`src/hw/rtl/ira_pkg.sv`:
```
// Shared types, codes and helpers for the integer to radix ASCII unit.
package ira_pkg;

    localparam int MAX_DIGITS_DEF = 22;
    localparam int PC_W           = 3;

    // Operand width codes; any other code means 64 bits
    localparam logic [1:0] WIDTH_16 = 2'd0;
    localparam logic [1:0] WIDTH_32 = 2'd1;

    // Radix codes; any other code means hexadecimal
    localparam logic [1:0] RADIX_OCT = 2'd0;
    localparam logic [1:0] RADIX_DEC = 2'd1;

    localparam logic [7:0] CHAR_ZERO  = 8'h30;
    localparam logic [7:0] CHAR_LOW_A = 8'h61;
    localparam logic [7:0] CHAR_MINUS = 8'h2D;

    // Program step addresses
    localparam logic [PC_W-1:0] STEP_IDLE = 3'd0;
    localparam logic [PC_W-1:0] STEP_DIV  = 3'd1;
    localparam logic [PC_W-1:0] STEP_SIGN = 3'd2;
    localparam logic [PC_W-1:0] STEP_EMIT = 3'd3;
    localparam logic [PC_W-1:0] STEP_RET  = 3'd4;

    typedef enum logic [2:0] {
        OP_NOP,
        OP_LOAD,
        OP_DIV,
        OP_SIGN,
        OP_EMIT
    } op_t;

    typedef enum logic [2:0] {
        C_NEVER,
        C_ALWAYS,
        C_NO_INPUT,
        C_DIV_AGAIN,
        C_MORE_DIGITS
    } cond_t;

    typedef struct packed {
        op_t             op;
        cond_t           cond;
        logic [PC_W-1:0] target;
    } ctrl_word_t;

    // Sequencer to datapath
    typedef struct packed {
        op_t  op;
        logic fire;
    } ctrl_t;

    // Datapath to sequencer
    typedef struct packed {
        logic in_valid;
        logic out_free;
        logic neg;
        logic div_again;
        logic more_digits;
    } status_t;

    // Map a digit to its lower case ASCII character
    function automatic logic [7:0] digit_char(input logic [3:0] d);
        logic [7:0] ch;
        if (d < 4'd10)
        begin
            ch = CHAR_ZERO + {4'b0000, d};
        end
        else
        begin
            ch = CHAR_LOW_A + {4'b0000, d} - 8'd10;
        end
        return ch;
    endfunction

endpackage

```
`src/hw/rtl/ira_sequencer.sv`:
```
// Microcode program store, step counter and branch logic.
module ira_sequencer
(
    input  logic              clk,
    input  logic              rst_n,
    input  ira_pkg::status_t  status,
    output ira_pkg::ctrl_t    ctrl
);

    logic [ira_pkg::PC_W-1:0] pc_reg;
    logic [ira_pkg::PC_W-1:0] pc_next;
    ira_pkg::ctrl_word_t      word;
    logic                     need_out;
    logic                     stall;
    logic                     branch;

    // Program: wait for a word, divide out digits, sign, emit, return
    function automatic ira_pkg::ctrl_word_t rom_word(input logic [ira_pkg::PC_W-1:0] pc);
        ira_pkg::ctrl_word_t w;
        case (pc)
            ira_pkg::STEP_IDLE: w = '{ira_pkg::OP_LOAD, ira_pkg::C_NO_INPUT,    ira_pkg::STEP_IDLE};
            ira_pkg::STEP_DIV:  w = '{ira_pkg::OP_DIV,  ira_pkg::C_DIV_AGAIN,   ira_pkg::STEP_DIV};
            ira_pkg::STEP_SIGN: w = '{ira_pkg::OP_SIGN, ira_pkg::C_NEVER,       ira_pkg::STEP_IDLE};
            ira_pkg::STEP_EMIT: w = '{ira_pkg::OP_EMIT, ira_pkg::C_MORE_DIGITS, ira_pkg::STEP_EMIT};
            ira_pkg::STEP_RET:  w = '{ira_pkg::OP_NOP,  ira_pkg::C_ALWAYS,      ira_pkg::STEP_IDLE};
            default:            w = '{ira_pkg::OP_NOP,  ira_pkg::C_ALWAYS,      ira_pkg::STEP_IDLE};
        endcase
        return w;
    endfunction

    assign word = rom_word(pc_reg);

    // Hold an emit step, or a sign step for a negative number, while the output register is still occupied
    assign need_out = (word.op == ira_pkg::OP_EMIT) ||
                      ((word.op == ira_pkg::OP_SIGN) && status.neg);
    assign stall    = need_out && !status.out_free;

    // Evaluate the branch condition
    always_comb
    begin
        case (word.cond)
            ira_pkg::C_NEVER:       branch = 1'b0;
            ira_pkg::C_ALWAYS:      branch = 1'b1;
            ira_pkg::C_NO_INPUT:    branch = !status.in_valid;
            ira_pkg::C_DIV_AGAIN:   branch = status.div_again;
            ira_pkg::C_MORE_DIGITS: branch = status.more_digits;
            default:                branch = 1'b1;
        endcase
    end

    // Advance, jump or hold
    always_comb
    begin
        if (stall)
        begin
            pc_next = pc_reg;
        end
        else if (branch)
        begin
            pc_next = word.target;
        end
        else
        begin
            pc_next = pc_reg + 1'b1;
        end
    end

    always_ff @(posedge clk or negedge rst_n)
    begin
        if (!rst_n)
        begin
            pc_reg <= ira_pkg::STEP_IDLE;
        end
        else
        begin
            pc_reg <= pc_next;
        end
    end

    assign ctrl.op   = word.op;
    assign ctrl.fire = !stall;

endmodule

```
`config.mk`:
```
export PLATFORM = sky130hd
export DESIGN_NAME = ira_sequencer
export DESIGN_NICKNAME = d
export VERILOG_FILES = /design/src/hw/rtl/ira_pkg.sv /design/src/hw/rtl/ira_sequencer.sv
export SDC_FILE = /design/constraint.sdc
export NUM_CORES = 1
export LEC_CHECK = 0
export BUFFER_PORTS_ARGS = -buffer_cell sky130_fd_sc_hd__buf_2
export CAP_MARGIN = 40
export CORE_AREA = 2 2 39 41
export CTS_BUF_LIST = sky130_fd_sc_hd__clkbuf_16
export CTS_CLUSTER_SIZE = 12
export DETAILED_ROUTE_END_ITERATION = 12
export DIE_AREA = 0 0 41 43
export RECOVER_POWER = 25
export SYNTH_ARGS = -nofsm -noshare
export SYNTH_HDL_FRONTEND = slang
export SYNTH_SLANG_ARGS = --single-unit
```
`constraint.sdc`:
```
create_clock -name clk -period 3.4 [get_ports clk]
set_clock_uncertainty 0.1 [all_clocks]
set_input_delay 0.17 -clock clk [delete_from_list [all_inputs] [get_ports clk]]
set_output_delay 0.17 -clock clk [all_outputs]
set_load 0.05 [all_outputs]
```
==> flow_summary.ini <==
[timing]
setup_tns_ns = 0
period_needed_ns = 2.42
slew_violations = 0
fmax_mhz = 413
hold_ws_ns = 0.192
timing.final.crit_share_pct = 71.2
finalHoldViolCount = 0
rsz0062_at_grt = false
worst_slew_pin_slew_ns = 0.450
setup_viol = 0
relSlewSlack_pct = 69.9

[setup_path]
cp.required_ns = 3.13
crit_fanout = 7
r2r-end = pc_reg[1]$_DFFE_PN0N_
slowest_stage = or4b_1
r2r_start = pc_reg[1]$_DFFE_PN0N_
reg2reg_depth = 6
crit_top_cell = ha_1
ff2ff_setup_slack_ns = 1.31
crit_type = flop to output pin
max_stage_delay_ns = 0.54
crit_path_end_kind = output pin
critPathArrivalTime_ns = 2.15
start_kind = flop
cp_cell_sequence = ha_1, ha_1, or4b_1, a2bb2oi_1, buf_2

[outcome]
status = completed

[floorplanning]
initial_core_util_pct = 22.2
die_area_sq_mm = 0.00176
die_h_um = 43
die_width_um = 41
io_pins = 11
placementRows = 14
core_sq_mm = 0.00138

[clock_tree]
clk_pin_slew_ns = 0.03
cts_buffer_depth = 2
htree_levels = 1
clock_latency_ns = 0.22
clock_sinks = 3
clockRootBuffer = clkbuf_16
cts_tree = done
cts_buffers = 3
post_cts_buffers = 0

[routing]
ant_nets = 0
firstDrtPassIters = 2
vias = 278
drtIter0Drc = 2
wl_um = 647
viasPerCell = 4.28
wire_per_inst_um = 9.95
drc_errors = 0

[worst_hold_path]
hp-class = input pin to async pin

[layout]
nNetsFinal = 62
fin_cells = 65
nFillCells = 153
diodes = 0
largest_register_ffs = 3
layout_commonest_cell = buf_2
final_cell_mix = buf_2, nor2_1, ha_1
postLayoutCoreUtil_pct = 33.5
syn_to_final_growth_pct = 51.4
drive_gt1_share_pct = 30.6

[global_routing]
track_usage_pct = 8.94
gr-total-overflow = 0
grt_max_degree = 8
grt_pass1_wl_um = 1080
antenna_found_initial = 0
grt_pass1_vias = 274

[placement]
port_buffers = 10
dp_cells = 60
finalWeightedCongestion = 0.696

[logic_synthesis]
synth-seq-cells = 3
synth_cell_types = 17
synth.net_count = 46
synth_area_per_cell_sq_um = 9.02
synthCells = 34
seq_area_frac_synth_pct = 24.5
ys_warn_count = 0
synth.cell_area_sq_um = 307

[flow_run]
max_cap_viol_count = 0
==> cell type report <==
class	count	area [sq um]	share of cell area, %
Multi-Input combinational cell	28	220	47.4
Inverter	3	11.3	2.43
Clock buffer	3	75.1	16.2
Sequential cell	3	75.1	16.2
Clock inverter	1	3.75	0.809
Timing Repair Buffer	11	58.8	12.7
Tap cell	16	20.0	4.31
==> cells in the mapped netlist <==
cell type  instances  share of area [%]
nor2_1             8                9.8
ha_1               5                 20
a21oi_1            3                4.9
dfrtp_1            3                 24
inv_1              3                3.7
a2111oi_4          1                9.0
a2bb2oi_1          1                2.9
mux2_2             1                3.7
mux2i_1            1                3.3
nand2_1            1                1.2
nand2b_2           1                2.9
nor2b_1            1                2.0
nor3_1             1                1.6
nor4b_1            1                2.9
o21a_1             1                2.4
o21ai_0            1                1.6
or4b_1             1                3.3
==> stage by stage <==
step           cell area, sq um  setup WS (ns)
2_1_floorplan               307           1.03
3_3_place_gp                377           1.23
3_5_place_dp                377           1.22
4_1_cts                     465          0.974
5_1_grt                     464          0.879
6_report                    464          0.981
==> worst max path at each step <==
stage / start / end / slack, ns / cells after the start
2_1_floorplan: pc_reg[1]$_DFFE_PN0N_ / pc_reg[0]$_DFFE_PN0N_ / 1.03 / 5
3_3_place_gp: pc_reg[1]$_DFFE_PN0N_ / ctrl[0] / 1.23 / 5
3_5_place_dp: pc_reg[1]$_DFFE_PN0N_ / ctrl[0] / 1.22 / 5
4_1_cts: pc_reg[1]$_DFFE_PN0N_ / ctrl[0] / 0.97 / 5
5_1_grt: pc_reg[1]$_DFFE_PN0N_ / ctrl[0] / 0.88 / 5
6_report: pc_reg[1]$_DFFE_PN0N_ / ctrl[0] / 0.98 / 5
==> worst max-delay path: cells and delay by family, from the launching register on <==
family                     cells  cell delay, ns
AOI/OAI and AO/OA              1            0.20
adders and majority gates      2            0.47
buffers and inverters          1            0.26
DFF                            1            0.45
and+or+nand+nor                1            0.54
==> what timing repair did <==
action,in CTS,in global routing
hold buffers,1,0
hold endpoints to repair,3,0
gates resized for setup,0,0
==> layer usage <==
metal / vias up / wire length (um) / global-route usage, %
li1: 148 / - / -
met1: 123 / 293 / 11.3
met2: 7 / 315 / 13.1
met3: 0 / 38 / 3.14
met4: 0 / 0 / 4.00
met5: - / 0 / 0
==> cell families after synthesis <==
group           count (synthesis)  synth area share (%)
simple gates                   14                  23.7
mux                             2                  6.94
compound gates                  7                  20.8
flops                           3                  24.5
fa+ha+maj                       5                  20.4
buf+inv                         3                  3.67
Power is left out: the tool's default activity adds up to more than one toggle a clock period on the data nets, which glitch-free logic cannot reach.
